===== config.mk =====
export PLATFORM = sky130hd
export DESIGN_NAME = adc_channel_scan_sequencer_unit
export DESIGN_NICKNAME = d
export VERILOG_FILES = /design/src/design/acss_pkg.sv /design/src/design/adc_channel_scan_sequencer_unit.sv
export SDC_FILE = /design/constraint.sdc
export NUM_CORES = 1
export LEC_CHECK = 0
export ABC_AREA = 1
export BUFFER_PORTS_ARGS = -buffer_cell sky130_fd_sc_hd__buf_2
export CORE_MARGIN = 3
export CORE_UTILIZATION = 35
export DETAILED_ROUTE_END_ITERATION = 8
export PLACE_DENSITY = 0.61
export SKIP_LAST_GASP = 1
export SLEW_MARGIN = 0
export SYNTH_ARGS = -nofsm -noshare
export SYNTH_HDL_FRONTEND = slang
export SYNTH_SLANG_ARGS = --single-unit

===== constraint.sdc =====
create_clock -name clk -period 3 [get_ports clk]
set_input_delay 0.45 -clock clk [delete_from_list [all_inputs] [get_ports clk]]
set_output_delay 0.45 -clock clk [all_outputs]
set_load 0.02 [all_outputs]

===== src/design/acss_pkg.sv =====
// acss_pkg: shared types and constants for the adc channel scan sequencer
// holds phase codes, action codes, register indexes and the result record
// no dependencies; used by adc_channel_scan_sequencer_unit and tb
`timescale 1ns / 1ps
`default_nettype none

package acss_pkg;

  // widths of the transaction fields
  localparam int unsigned OP_W     = 2;
  localparam int unsigned CH_W     = 4;
  localparam int unsigned CODE_W   = 24;
  localparam int unsigned ACT_W    = 4;
  localparam int unsigned PHASE_W  = 4;
  localparam int unsigned SETTLE_W = 8;
  localparam int unsigned STALL_W  = 9;
  localparam int unsigned COUNT_W  = 5;
  localparam int unsigned CFG_W    = 8;
  localparam int unsigned IDX_W    = 2;
  localparam int unsigned IN_DATA_W  = 32;
  localparam int unsigned OUT_DATA_W = 16;

  // default for the scan wrap limit
  localparam int unsigned MAX_CHANNELS_DEF = 16;

  // poll limits on the newer board
  localparam logic [STALL_W-1:0] STALL_LIMIT = 9'd255;
  localparam logic [STALL_W-1:0] STALL_SAT   = 9'd511;

  // input operations
  localparam logic [OP_W-1:0] OP_TICK    = 2'd0;
  localparam logic [OP_W-1:0] OP_PIN     = 2'd1;
  localparam logic [OP_W-1:0] OP_TRIGGER = 2'd2;
  localparam logic [OP_W-1:0] OP_RELEASE = 2'd3;

  // sequencer phases
  localparam logic [PHASE_W-1:0] PH_IDLE    = 4'd0;
  localparam logic [PHASE_W-1:0] PH_OPEN    = 4'd1;
  localparam logic [PHASE_W-1:0] PH_OPENING = 4'd2;
  localparam logic [PHASE_W-1:0] PH_TRIG_I  = 4'd3;
  localparam logic [PHASE_W-1:0] PH_READ_I  = 4'd4;
  localparam logic [PHASE_W-1:0] PH_TRIG_V  = 4'd5;
  localparam logic [PHASE_W-1:0] PH_READ_V  = 4'd6;
  localparam logic [PHASE_W-1:0] PH_CLOSE   = 4'd7;
  localparam logic [PHASE_W-1:0] PH_NOWORK  = 4'd8;
  localparam logic [PHASE_W-1:0] PH_TRIG_IV = 4'd9;

  // action codes
  localparam logic [ACT_W-1:0] ACT_NONE       = 4'd0;
  localparam logic [ACT_W-1:0] ACT_OPEN       = 4'd1;
  localparam logic [ACT_W-1:0] ACT_RESET_OPEN = 4'd2;
  localparam logic [ACT_W-1:0] ACT_CONVERT    = 4'd3;
  localparam logic [ACT_W-1:0] ACT_TRIG_I     = 4'd4;
  localparam logic [ACT_W-1:0] ACT_READ_I     = 4'd5;
  localparam logic [ACT_W-1:0] ACT_TRIG_V     = 4'd6;
  localparam logic [ACT_W-1:0] ACT_READ_V     = 4'd7;
  localparam logic [ACT_W-1:0] ACT_TRIG_BOTH  = 4'd8;
  localparam logic [ACT_W-1:0] ACT_REINIT     = 4'd9;

  // configuration register indexes
  localparam logic [IDX_W-1:0] REG_NEWER_BOARD   = 2'd0;
  localparam logic [IDX_W-1:0] REG_CHANNEL_COUNT = 2'd1;
  localparam logic [IDX_W-1:0] REG_SETTLE_TICKS  = 2'd2;

  // one result transaction
  typedef struct packed {
    logic             new_sample;
    logic             store_voltage;
    logic             store_current;
    logic [CH_W-1:0]  sample_channel;
    logic [CH_W-1:0]  mux_channel;
    logic [ACT_W-1:0] action;
  } result_t;

endpackage

`default_nettype wire


===== src/design/adc_channel_scan_sequencer_unit.sv =====
// adc_channel_scan_sequencer_unit: one sequencer step per input transaction
// depends on acss_pkg for codes, widths and the result record
//
//  channel | group               | payload
//  in      | in_tvalid/in_tready  | tuser: op; tdata: pin_channel, ready flags, adc_code
//  out     | out_tvalid/out_tready| tdata: action, channels, store flags, new_sample
//  cfg     | cfg_we               | cfg_index, cfg_wdata
//
// each transaction is one step: the step is decided from the state registers
// in one pass and lands in the result register when the transaction is accepted
// a transaction is taken every cycle while the result register is empty or
// being drained; only a held result stops the input side
// reset (rst_n low at a clock edge) restores the state, configuration and valid registers to their defaults
`timescale 1ns / 1ps
`default_nettype none

module adc_channel_scan_sequencer_unit #(
  parameter int unsigned MAX_CHANNELS = acss_pkg::MAX_CHANNELS_DEF
) (
  input  wire                               clk,
  input  wire                               rst_n,
  // input stream
  input  wire                               in_tvalid,
  output logic                              in_tready,
  // op [1:0]
  input  wire  [acss_pkg::OP_W-1:0]         in_tuser,
  // pin_channel [3:0], current_ready_n [4], voltage_ready_n [5], adc_code [29:6]
  input  wire  [acss_pkg::IN_DATA_W-1:0]    in_tdata,
  // result stream
  output logic                              out_tvalid,
  input  wire                               out_tready,
  // action [3:0], mux_channel [7:4], sample_channel [11:8],
  // store_current [12], store_voltage [13], new_sample [14]
  output logic [acss_pkg::OUT_DATA_W-1:0]   out_tdata,
  // configuration writes
  input  wire                               cfg_we,
  input  wire  [acss_pkg::IDX_W-1:0]        cfg_index,
  input  wire  [acss_pkg::CFG_W-1:0]        cfg_wdata
);

  localparam int unsigned LOG_CH = $clog2(MAX_CHANNELS);
  localparam int unsigned SCAN_W = (LOG_CH > acss_pkg::CH_W) ? LOG_CH : acss_pkg::CH_W;
  localparam int unsigned CMP_W  = SCAN_W + 1;

  // input fields
  logic [acss_pkg::OP_W-1:0]   op;
  logic [acss_pkg::CH_W-1:0]   pin_channel;
  logic                        current_ready_n;
  logic                        voltage_ready_n;
  logic [acss_pkg::CODE_W-1:0] adc_code;

  assign op              = in_tuser;
  assign pin_channel     = in_tdata[3:0];
  assign current_ready_n = in_tdata[4];
  assign voltage_ready_n = in_tdata[5];
  assign adc_code        = in_tdata[29:6];

  // configuration registers
  logic                           newer_board_r;
  logic [acss_pkg::COUNT_W-1:0]   channel_count_r;
  logic [acss_pkg::SETTLE_W-1:0]  settle_ticks_r;

  // sequencer state
  logic [acss_pkg::PHASE_W-1:0]   phase_r, phase_nxt;
  logic [SCAN_W-1:0]              scan_channel_r, scan_channel_nxt;
  logic [acss_pkg::SETTLE_W-1:0]  settle_count_r, settle_count_nxt;
  logic                           pinned_mode_r, pinned_mode_nxt;
  logic                           pinned_switched_r, pinned_switched_nxt;
  logic [acss_pkg::CH_W-1:0]      pinned_channel_r, pinned_channel_nxt;
  logic [SCAN_W-1:0]              saved_channel_r, saved_channel_nxt;
  logic [acss_pkg::STALL_W-1:0]   stall_count_r, stall_count_nxt;
  logic                           mux_parked_r, mux_parked_nxt;

  // result register
  logic                           out_tvalid_r;
  acss_pkg::result_t              result_r, result_nxt;

  logic in_accept;

  // helper values for the step
  logic [acss_pkg::SETTLE_W-1:0]  settle_inc;
  logic                           settle_done;
  logic                           stall_hit;
  logic [acss_pkg::STALL_W-1:0]   stall_inc;
  logic [CMP_W-1:0]               next_ch;
  logic [SCAN_W-1:0]              advanced_ch;
  logic [SCAN_W-1:0]              pinned_ext;
  logic                           code_nonzero;

  assign in_tready = ~out_tvalid_r | out_tready;
  assign in_accept = in_tvalid & in_tready;

  // settle counter wraps at 8 bits
  assign settle_inc  = settle_count_r + acss_pkg::SETTLE_W'(1);
  assign settle_done = (settle_inc >= settle_ticks_r);

  // data-ready poll counter saturates
  assign stall_hit = (stall_count_r >= acss_pkg::STALL_LIMIT);
  assign stall_inc = (stall_count_r < acss_pkg::STALL_SAT) ?
                     stall_count_r + acss_pkg::STALL_W'(1) : stall_count_r;

  // round-robin wrap at the channel count or the channel limit
  assign next_ch     = {1'b0, scan_channel_r} + CMP_W'(1);
  assign advanced_ch = ((next_ch >= CMP_W'(channel_count_r)) ||
                        (next_ch >= CMP_W'(MAX_CHANNELS))) ?
                       '0 : next_ch[SCAN_W-1:0];
  assign pinned_ext   = SCAN_W'(pinned_channel_r);
  assign code_nonzero = (adc_code != '0);

  // one sequencer step
  always_comb begin
    phase_nxt           = phase_r;
    scan_channel_nxt    = scan_channel_r;
    settle_count_nxt    = settle_count_r;
    pinned_mode_nxt     = pinned_mode_r;
    pinned_switched_nxt = pinned_switched_r;
    pinned_channel_nxt  = pinned_channel_r;
    saved_channel_nxt   = saved_channel_r;
    stall_count_nxt     = stall_count_r;
    mux_parked_nxt      = mux_parked_r;
    result_nxt          = '0;

    case (op)
      acss_pkg::OP_PIN: begin
        saved_channel_nxt  = scan_channel_r;
        pinned_channel_nxt = pin_channel;
        pinned_mode_nxt    = 1'b1;
        mux_parked_nxt     = 1'b0;
      end
      acss_pkg::OP_TRIGGER: begin
        phase_nxt = acss_pkg::PH_TRIG_IV;
      end
      acss_pkg::OP_RELEASE: begin
        scan_channel_nxt    = saved_channel_r;
        pinned_mode_nxt     = 1'b0;
        phase_nxt           = acss_pkg::PH_IDLE;
        pinned_switched_nxt = 1'b0;
      end
      default: begin
        if (!newer_board_r) begin
          // older board: converters read in turn, no data-ready
          case (phase_r)
            acss_pkg::PH_IDLE: begin
              phase_nxt        = acss_pkg::PH_OPEN;
              settle_count_nxt = '0;
              scan_channel_nxt = '0;
            end
            acss_pkg::PH_OPEN: begin
              settle_count_nxt = '0;
              if (pinned_mode_r) begin
                scan_channel_nxt       = pinned_ext;
                result_nxt.action      = acss_pkg::ACT_RESET_OPEN;
                result_nxt.mux_channel = pinned_channel_r;
                phase_nxt              = acss_pkg::PH_NOWORK;
              end else begin
                result_nxt.action      = acss_pkg::ACT_OPEN;
                result_nxt.mux_channel = scan_channel_r[acss_pkg::CH_W-1:0];
                phase_nxt              = acss_pkg::PH_OPENING;
              end
            end
            acss_pkg::PH_OPENING: begin
              settle_count_nxt = settle_inc;
              if (settle_done) begin
                phase_nxt         = acss_pkg::PH_TRIG_I;
                result_nxt.action = acss_pkg::ACT_CONVERT;
                settle_count_nxt  = '0;
              end
            end
            acss_pkg::PH_TRIG_I: begin
              result_nxt.action = acss_pkg::ACT_TRIG_I;
              phase_nxt         = acss_pkg::PH_READ_I;
            end
            acss_pkg::PH_READ_I: begin
              result_nxt.action         = acss_pkg::ACT_READ_I;
              result_nxt.sample_channel = scan_channel_r[acss_pkg::CH_W-1:0];
              result_nxt.store_current  = 1'b1;
              phase_nxt                 = acss_pkg::PH_TRIG_V;
            end
            acss_pkg::PH_TRIG_V: begin
              result_nxt.action = acss_pkg::ACT_TRIG_V;
              phase_nxt         = acss_pkg::PH_READ_V;
            end
            acss_pkg::PH_READ_V: begin
              result_nxt.action         = acss_pkg::ACT_READ_V;
              result_nxt.sample_channel = scan_channel_r[acss_pkg::CH_W-1:0];
              result_nxt.store_voltage  = 1'b1;
              result_nxt.new_sample     = 1'b1;
              phase_nxt                 = acss_pkg::PH_CLOSE;
            end
            acss_pkg::PH_CLOSE: begin
              if (!pinned_mode_r) begin
                scan_channel_nxt = advanced_ch;
              end
              phase_nxt = acss_pkg::PH_OPEN;
            end
            acss_pkg::PH_NOWORK: begin
              phase_nxt = phase_r;
            end
            default: begin
              phase_nxt = acss_pkg::PH_IDLE;
            end
          endcase
        end else begin
          // newer board: both converters at once, data-ready polled
          case (phase_r)
            acss_pkg::PH_IDLE: begin
              phase_nxt        = acss_pkg::PH_OPEN;
              settle_count_nxt = '0;
              scan_channel_nxt = '0;
            end
            acss_pkg::PH_OPEN: begin
              settle_count_nxt  = '0;
              phase_nxt         = acss_pkg::PH_OPENING;
              result_nxt.action = acss_pkg::ACT_OPEN;
              if (pinned_mode_r) begin
                pinned_switched_nxt    = 1'b1;
                scan_channel_nxt       = pinned_ext;
                result_nxt.mux_channel = pinned_channel_r;
              end else begin
                result_nxt.mux_channel = scan_channel_r[acss_pkg::CH_W-1:0];
              end
            end
            acss_pkg::PH_OPENING: begin
              settle_count_nxt = settle_inc;
              if (settle_done) begin
                phase_nxt = (pinned_mode_r && pinned_switched_r) ?
                            acss_pkg::PH_NOWORK : acss_pkg::PH_TRIG_IV;
                settle_count_nxt = '0;
              end
            end
            acss_pkg::PH_TRIG_IV: begin
              result_nxt.action = acss_pkg::ACT_TRIG_BOTH;
              phase_nxt         = acss_pkg::PH_READ_I;
              stall_count_nxt   = '0;
            end
            acss_pkg::PH_READ_I, acss_pkg::PH_READ_V: begin
              if ((phase_r == acss_pkg::PH_READ_I) ? !current_ready_n
                                                   : !voltage_ready_n) begin
                result_nxt.sample_channel = scan_channel_r[acss_pkg::CH_W-1:0];
                if (phase_r == acss_pkg::PH_READ_I) begin
                  result_nxt.action        = acss_pkg::ACT_READ_I;
                  result_nxt.store_current = code_nonzero;
                  phase_nxt                = acss_pkg::PH_READ_V;
                end else begin
                  result_nxt.action        = acss_pkg::ACT_READ_V;
                  result_nxt.store_voltage = code_nonzero;
                  result_nxt.new_sample    = code_nonzero;
                  phase_nxt                = acss_pkg::PH_CLOSE;
                end
              end else begin
                stall_count_nxt = stall_inc;
                if (stall_hit) begin
                  // poll limit reached: soft reinit of the sequencer
                  result_nxt.action   = acss_pkg::ACT_REINIT;
                  phase_nxt           = acss_pkg::PH_IDLE;
                  scan_channel_nxt    = '0;
                  saved_channel_nxt   = '0;
                  pinned_mode_nxt     = 1'b0;
                  pinned_switched_nxt = 1'b0;
                end
              end
            end
            acss_pkg::PH_CLOSE: begin
              if (!pinned_mode_r) begin
                scan_channel_nxt = advanced_ch;
                phase_nxt        = acss_pkg::PH_OPEN;
              end else if (mux_parked_r) begin
                phase_nxt = acss_pkg::PH_NOWORK;
              end else begin
                scan_channel_nxt = pinned_ext;
                phase_nxt        = acss_pkg::PH_OPEN;
              end
            end
            acss_pkg::PH_NOWORK: begin
              mux_parked_nxt = 1'b1;
            end
            default: begin
              phase_nxt = acss_pkg::PH_IDLE;
            end
          endcase
        end
      end
    endcase
  end

  // configuration registers
  always_ff @(posedge clk) begin
    if (!rst_n) begin
      newer_board_r   <= 1'b1;
      channel_count_r <= acss_pkg::COUNT_W'(16);
      settle_ticks_r  <= acss_pkg::SETTLE_W'(8);
    end else if (cfg_we) begin
      case (cfg_index)
        acss_pkg::REG_NEWER_BOARD:   newer_board_r   <= cfg_wdata[0];
        acss_pkg::REG_CHANNEL_COUNT: channel_count_r <= cfg_wdata[acss_pkg::COUNT_W-1:0];
        acss_pkg::REG_SETTLE_TICKS:  settle_ticks_r  <= cfg_wdata;
        default: begin
        end
      endcase
    end
  end

  // sequencer state update on each accepted transaction
  always_ff @(posedge clk) begin
    if (!rst_n) begin
      phase_r           <= acss_pkg::PH_IDLE;
      scan_channel_r    <= '0;
      settle_count_r    <= '0;
      pinned_mode_r     <= 1'b0;
      pinned_switched_r <= 1'b0;
      pinned_channel_r  <= '0;
      saved_channel_r   <= '0;
      stall_count_r     <= '0;
      mux_parked_r      <= 1'b0;
    end else if (in_accept) begin
      phase_r           <= phase_nxt;
      scan_channel_r    <= scan_channel_nxt;
      settle_count_r    <= settle_count_nxt;
      pinned_mode_r     <= pinned_mode_nxt;
      pinned_switched_r <= pinned_switched_nxt;
      pinned_channel_r  <= pinned_channel_nxt;
      saved_channel_r   <= saved_channel_nxt;
      stall_count_r     <= stall_count_nxt;
      mux_parked_r      <= mux_parked_nxt;
    end
  end

  // result register valid flag
  always_ff @(posedge clk) begin
    if (!rst_n) begin
      out_tvalid_r <= 1'b0;
    end else if (in_accept) begin
      out_tvalid_r <= 1'b1;
    end else if (out_tready) begin
      out_tvalid_r <= 1'b0;
    end
  end

  // result payload
  always_ff @(posedge clk) begin
    if (in_accept) begin
      result_r <= result_nxt;
    end
  end

  assign out_tvalid = out_tvalid_r;
  assign out_tdata  = acss_pkg::OUT_DATA_W'(result_r);

  // a reinit leaves the sequencer idle and unpinned
  assert property (@(posedge clk) disable iff (!rst_n)
    (in_accept && result_nxt.action == acss_pkg::ACT_REINIT) |=>
      (phase_r == acss_pkg::PH_IDLE && !pinned_mode_r && scan_channel_r == '0))
    else $error("reinit did not return the sequencer to idle");

  // a stored voltage code always completes a sample
  assert property (@(posedge clk) disable iff (!rst_n)
    (out_tvalid_r && result_r.store_voltage) |-> result_r.new_sample)
    else $error("voltage stored without new sample");

  // the mux channel is only driven with an open action
  assert property (@(posedge clk) disable iff (!rst_n)
    (out_tvalid_r && result_r.action != acss_pkg::ACT_OPEN &&
     result_r.action != acss_pkg::ACT_RESET_OPEN) |-> (result_r.mux_channel == '0))
    else $error("mux channel set without an open action");

  // triggering both converters restarts the poll counter
  assert property (@(posedge clk) disable iff (!rst_n)
    (in_accept && result_nxt.action == acss_pkg::ACT_TRIG_BOTH) |=>
      (stall_count_r == '0 && phase_r == acss_pkg::PH_READ_I))
    else $error("poll counter not cleared after trigger");

endmodule

`default_nettype wire


# Word level (Yosys, flattened, before mapping)
# Index checks and enable logic that the tools add are counted.
[totals] inputBits=49 word_cells=165 reg_bits=66 output_inout_bits=18
[classes] muxes=63 bitwise_logic=8 reduce_logical=39 n_addsub=3 n_eq_ne=28 magnitude_cmp=5
[ops] cell="$mux 4" n=22
[ops] cell="$pmux 4 s3" n=3
[ops] cell="$pmux 4 s8" n=1
[ops] cell="$pmux 4 s7" n=1
[ops] cell="$pmux 4 s6" n=1
[ops] cell="$reduce_bool 24->1" n=1
[ops] cell="$mux 9" n=2
[ops] cell="$pmux 9 s2" n=1
[ops] cell="$reduce_and 6->1" n=3
[ops] cell="$eq 4x3->1 const B" n=4
[ops] cell="$mux 8" n=2
[ops] cell="$pmux 4 s2" n=2
[ops] cell="$pmux 4 s4" n=1
[ops] cell="$pmux 8 s2" n=1
[ops] cell="$reduce_bool 2->1" n=8
[ops] cell="$mux 1" n=15
[ops] cell="$mux 15" n=1
[ops] cell="$mux 7" n=2
[ops] cell="$ne 4x3->1 const B" n=3
[ops] cell="$reduce_bool 3->1" n=4
[ops] cell="$reduce_bool 5->1" n=2
[ops] cell="$reduce_or 2->1" n=5
[ops] cell="$add 9x1->9 const B" n=1
[ops] cell="$ge 9x8->1 const B" n=1
[ops] cell="other kinds (37)" n=59

# Depth between registers and ports, before layout
[depth] depth_word=8 mapped_depth=16

# Worst setup path before layout
# Ideal clock, no wire load.
[synth_path] path_kind="register to register" from="register settle_count_r[2] (netlist bit)" to="register phase_r[3] (netlist bit)" path_stages_with_launch=16 path_slack_ps=861 setup_time_ps=115 arrival_time_ps=2024 cell_sequence="dfxtp_1 nand2_1 nor2_1 nand3_1 nand3b_1 xnor2_1 ha_1 nand2_1 inv_1 nor2_1 o21a_1 nand3_1 nand3_1 nand2_2 a21oi_1 nor2_1"
[synth_between] elab_chain_len=4
[synth_rtl] element="from (decl)" line_no="adc_channel_scan_sequencer_unit.sv:66" text="logic [acss_pkg::SETTLE_W-1:0] settle_count_r, settle_count_nxt;"
[synth_rtl] element="from (signal assigned)" line_no="adc_channel_scan_sequencer_unit.sv:318" text="settle_count_r <= settle_count_nxt;"
[synth_rtl] element="$add 8x1->8" line_no="adc_channel_scan_sequencer_unit.sv:94" text="assign settle_inc = settle_count_r + acss_pkg::SETTLE_W'(1);"
[synth_rtl] element="$ge 8x8->1" line_no="adc_channel_scan_sequencer_unit.sv:95" text="assign settle_done = (settle_inc >= settle_ticks_r);"
[synth_rtl] element="$ne 4x4->1 (no source line)"
[synth_rtl] element="$reduce_and 5->1 (no source line)"
[synth_rtl] element="to (signal assigned)" line_no="adc_channel_scan_sequencer_unit.sv:306" text="phase_r <= acss_pkg::PH_IDLE;"
[synth_rtl] element="to (signal assigned)" line_no="adc_channel_scan_sequencer_unit.sv:316" text="phase_r <= phase_nxt;"
[synth_rtl] element="to (decl)" line_no="adc_channel_scan_sequencer_unit.sv:64" text="logic [acss_pkg::PHASE_W-1:0] phase_r, phase_nxt;"
# Every way passes these cells.
# A chain may end at the register's enable or synchronous reset.

# Worst setup path after layout
[layout_path] from="register settle_count_r[2] (netlist bit)" to="register settle_count_r[4] (netlist bit)"
[layout_between] elab_chain_len=4
[layout_rtl] element="$add 8x1->8 *" line_no="adc_channel_scan_sequencer_unit.sv:94"
[layout_rtl] element="$ge 8x8->1" line_no="adc_channel_scan_sequencer_unit.sv:95"
[layout_rtl] element="$mux 8 *" line_no="adc_channel_scan_sequencer_unit.sv:163, adc_channel_scan_sequencer_unit.sv:225"
[layout_rtl] element="$pmux 8 s2 *" line_no="adc_channel_scan_sequencer_unit.sv:142, adc_channel_scan_sequencer_unit.sv:205"
# Every way passes the cells marked *; elsewhere a longest branch is shown, timed or not.

==> impl_metrics.tcl <==
set metrics [dict create \
    status "completed" \
    clockBufferDepth 2 \
    htree_levels 3 \
    critPathMaxStageDelay_ps 390 \
    critical_path_required_ps 3270 \
    detail_route.iter0.violations 219 \
    drc 0 \
    hp-class "primary input to register" \
    syn-cell-area_um2 3950 \
    clockPowerShare_pct 45.0 \
    irDropWorstVdd_v 0.000302 \
    swShare_pct 26.7 \
    min-delay-start "in_tdata[2]" \
    final_area_um2 4690 \
    numCtsBuffers 9 \
    p_switching_w 0.000646 \
    start_kind "register" \
    internal_power_w 0.00177 \
    dieArea_um2 12600 \
    synth_flop_cell "dfxtp_1" \
    grt_pass1_wl_mm 16.4 \
    postCtsSetupBuffers 0 \
    grt_max_degree 27 \
    cts_tree "yes" \
    worst_pin_slew_ps 514 \
    rows 38 \
    rr_worst_depth 14 \
    crit_path_end_kind "register" \
    syn-num-nets 637 \
    seqPwrFrac_pct 39.9 \
    worst_slack_ps 421 \
    skew_ps 7.05 \
    netlist_instances 567 \
    setup_viol 0 \
    grt_pass1_vias 3580 \
    synthAdderAreaFrac_pct 6.66 \
    muxShareOfSynthArea_pct 0 \
    pwr-share-comb_pct 15.1 \
    die_height_um 112 \
    synth-simple-area-share_pct 32.6 \
    r2r_start "settle_count_r[2]$_SDFFE_PN0P_" \
    drv_cap 0 \
    via_per_inst 4.94 \
    cpMostUsedCell "nor2_1" \
    synthToLayoutAreaGrowth_pct 18.8 \
    period_share_pct 86.0 \
    cts-root-buf "clkbuf_16" \
    critPathTopFamily "simple AND/OR/NAND/NOR gates" \
    hold_path_depth 3 \
    start_util_pct 36.1 \
    nNetsFinal 698 \
    ios 67 \
    arrival_ps 2840 \
    synth_seq_area_share_pct 36.5 \
    fmax_ghz 0.388 \
    rsz0062_at_grt "no" \
    placed_cell_area_um2 4380 \
    ys_ff_latch 65 \
    ys_async_sr_fraction_pct 0 \
    avgSynthCellArea_um2 6.96 \
    final_cell_mix "nand2_1 (105), nor2_1 (78), inv_1 (68)" \
    cp_num_buf_inv 1 \
    antenna_found_initial 0 \
    cts.clk_slew.worst_paths_ps 50 \
    power_density_nw_per_um2 516 \
    synthXorXnorAreaFrac_pct 2.00 \
    cp_slowest_cell "dfxtp_1" \
    layout_commonest_cell "nand2_1" \
    portBuffers 63 \
    detail-route-antenna-nets 0 \
    synth_warnings 0 \
    min_to "pinned_channel_r[2]$_SDFFE_PN0P_" \
    cp_max_fo 8 \
    crit_type "register to register" \
    synth-compound-area-share_pct 12.3 \
    clock_sinks 65 \
    relSlewSlack_pct 65.6 \
    core_um2 10900 \
    hold_violations 0 \
    clk_latency_ps 330 \
    grt_overflow 0 \
    drt_wl_total_mm 9.83 \
    vias 3819 \
    cts_resized 0 \
    insertedDiodeCount 0 \
    place_hpwl_mm 7.59 \
    rrSetupSlack_ps 420 \
    synth.distinct_cells 37 \
    grt_usage_pct 16.1 \
    post-route-min-period_ps 2580 \
    gp_congestion 0.916 \
    crit_chain "nand2_1, nor2_1, nand3_1, nand3b_1, xnor2_1, ha_1, nand2_1, inv_1, nor2_1, o21a_1, nand3_1, nor2_2, a22oi_1, nor2_1" \
    cts_hold_buf 0 \
    leakage_nw 2.16 \
    wire_per_inst_um 12.7 \
    r2r_end "settle_count_r[4]$_SDFFE_PN0P_" \
    slew_viol_final 0 \
    first_pass_iters 4 \
    die-width_um 112 \
    synth_edf_count 14 \
    final.setup.tns_ps 0 \
    synth_top_family_by_area "simple AND/OR/NAND/NOR gates" \
    drive_gt1_share_pct 17.7 \
    dp_slack_ps 417 \
]
sequential cells by signal, indices dropped and copies added, names as in the netlist, 4 cells and up:
| signal | flops |
|---|---|
| out_tdata | 14 |
| stall_count_r | 9 |
| saved_channel_r | 4 |
| channel_count_r | 5 |
| pinned_channel_r | 4 |
| settle_ticks_r | 8 |
| phase_r | 4 |
| settle_count_r | 8 |
| scan_channel_r | 4 |
power groups by stage:
stage / logic (W) / clock network [W] / registers [W]
final: 0.000366 / 0.00109 / 0.000965
after global routing: 0.000421 / 0.00116 / 0.000970
after CTS: 0.000367 / 0.00112 / 0.000965
after detailed placement: 0.000365 / 0 / 0.000984
after global placement: 0.000360 / 0 / 0.000983
after floorplan: 0.000254 / 0 / 0.000981
how the worst max path moves through the flow:
stage                                    from                              to  slack [ps]  depth (start not counted)
3_3_place_gp   settle_count_r[0]$_SDFFE_PN0P_  settle_count_r[6]$_SDFFE_PN0P_         500                         14
3_5_place_dp   settle_count_r[0]$_SDFFE_PN0P_  settle_count_r[7]$_SDFFE_PN0P_         420                         14
6_report       settle_count_r[2]$_SDFFE_PN0P_  settle_count_r[4]$_SDFFE_PN0P_         420                         14
5_1_grt        settle_count_r[2]$_SDFFE_PN0P_  settle_count_r[6]$_SDFFE_PN0P_         140                         14
4_1_cts        settle_count_r[2]$_SDFFE_PN0P_  settle_count_r[4]$_SDFFE_PN0P_         400                         14
2_1_floorplan  settle_count_r[2]$_SDFFE_PN0P_         phase_r[3]$_SDFFE_PN0P_         860                         15
metrics by stage:
step | hold slack (ps) | std cells | total power, W | util, %
2_1_floorplan | 428 | 567 | 0.00124 | -
3_3_place_gp | 436 | 757 | 0.00134 | 40.0
3_5_place_dp | 449 | 757 | 0.00135 | 40.0
4_1_cts | 334 | 773 | 0.00246 | 42.9
5_1_grt | 348 | 773 | 0.00255 | 42.9
6_report | 344 | 773 | 0.00242 | 42.9
final cells by class:
cell class,count,area [um^2]
fill,1147,6250
clock buffer,9,225
inverter,79,297
timing repair buffer,67,345
tap,140,175
multi-input combinational,406,2120
sequential,65,1440
clock inverter,7,85.1
logic make-up after synthesis:
logic type / after synthesis
and+or+nand+nor: 285
AOI/OAI and AO/OA: 90
other: 1
DFF: 65
xor gates and xnor gates: 9
adders and majority gates: 21
buffers and inverters: 96
layer usage:
metal / wire, um / GRT usage [%]
met3: 691 / 4.91
met2: 4630 / 27.5
met4: 157 / 4.25
met5: 0 / 0
met1: 4350 / 19.8
cells in the mapped netlist (all sizes together), types with 5 or more instances:
library cell	count	area (um^2)
clkbuf	9	33.8
o21ai	28	140
nand3	48	250
edfxtp	14	420
nor2	87	364
nor4	9	56.3
or2	5	31.3
xor2	6	52.6
a21oi	48	244
nand2	109	419
buf	8	55.1
a22oi	7	52.6
ha	21	263
nand4	14	87.6
dfxtp	51	1020
inv	77	289
nor3	9	50.1
worst reg2reg max path, stage by stage (launching register included):
cell	delay, ps
dfxtp_1	390
nand2_1	70
nor2_1	150
nand3_1	140
nand3b_1	200
xnor2_1	230
ha_1	290
nand2_1	70
inv_1	30
nor2_1	80
o21a_1	140
nand3_1	180
nor2_2	330
a22oi_1	110
nor2_1	110
Power figures use the tool's default switching activity.
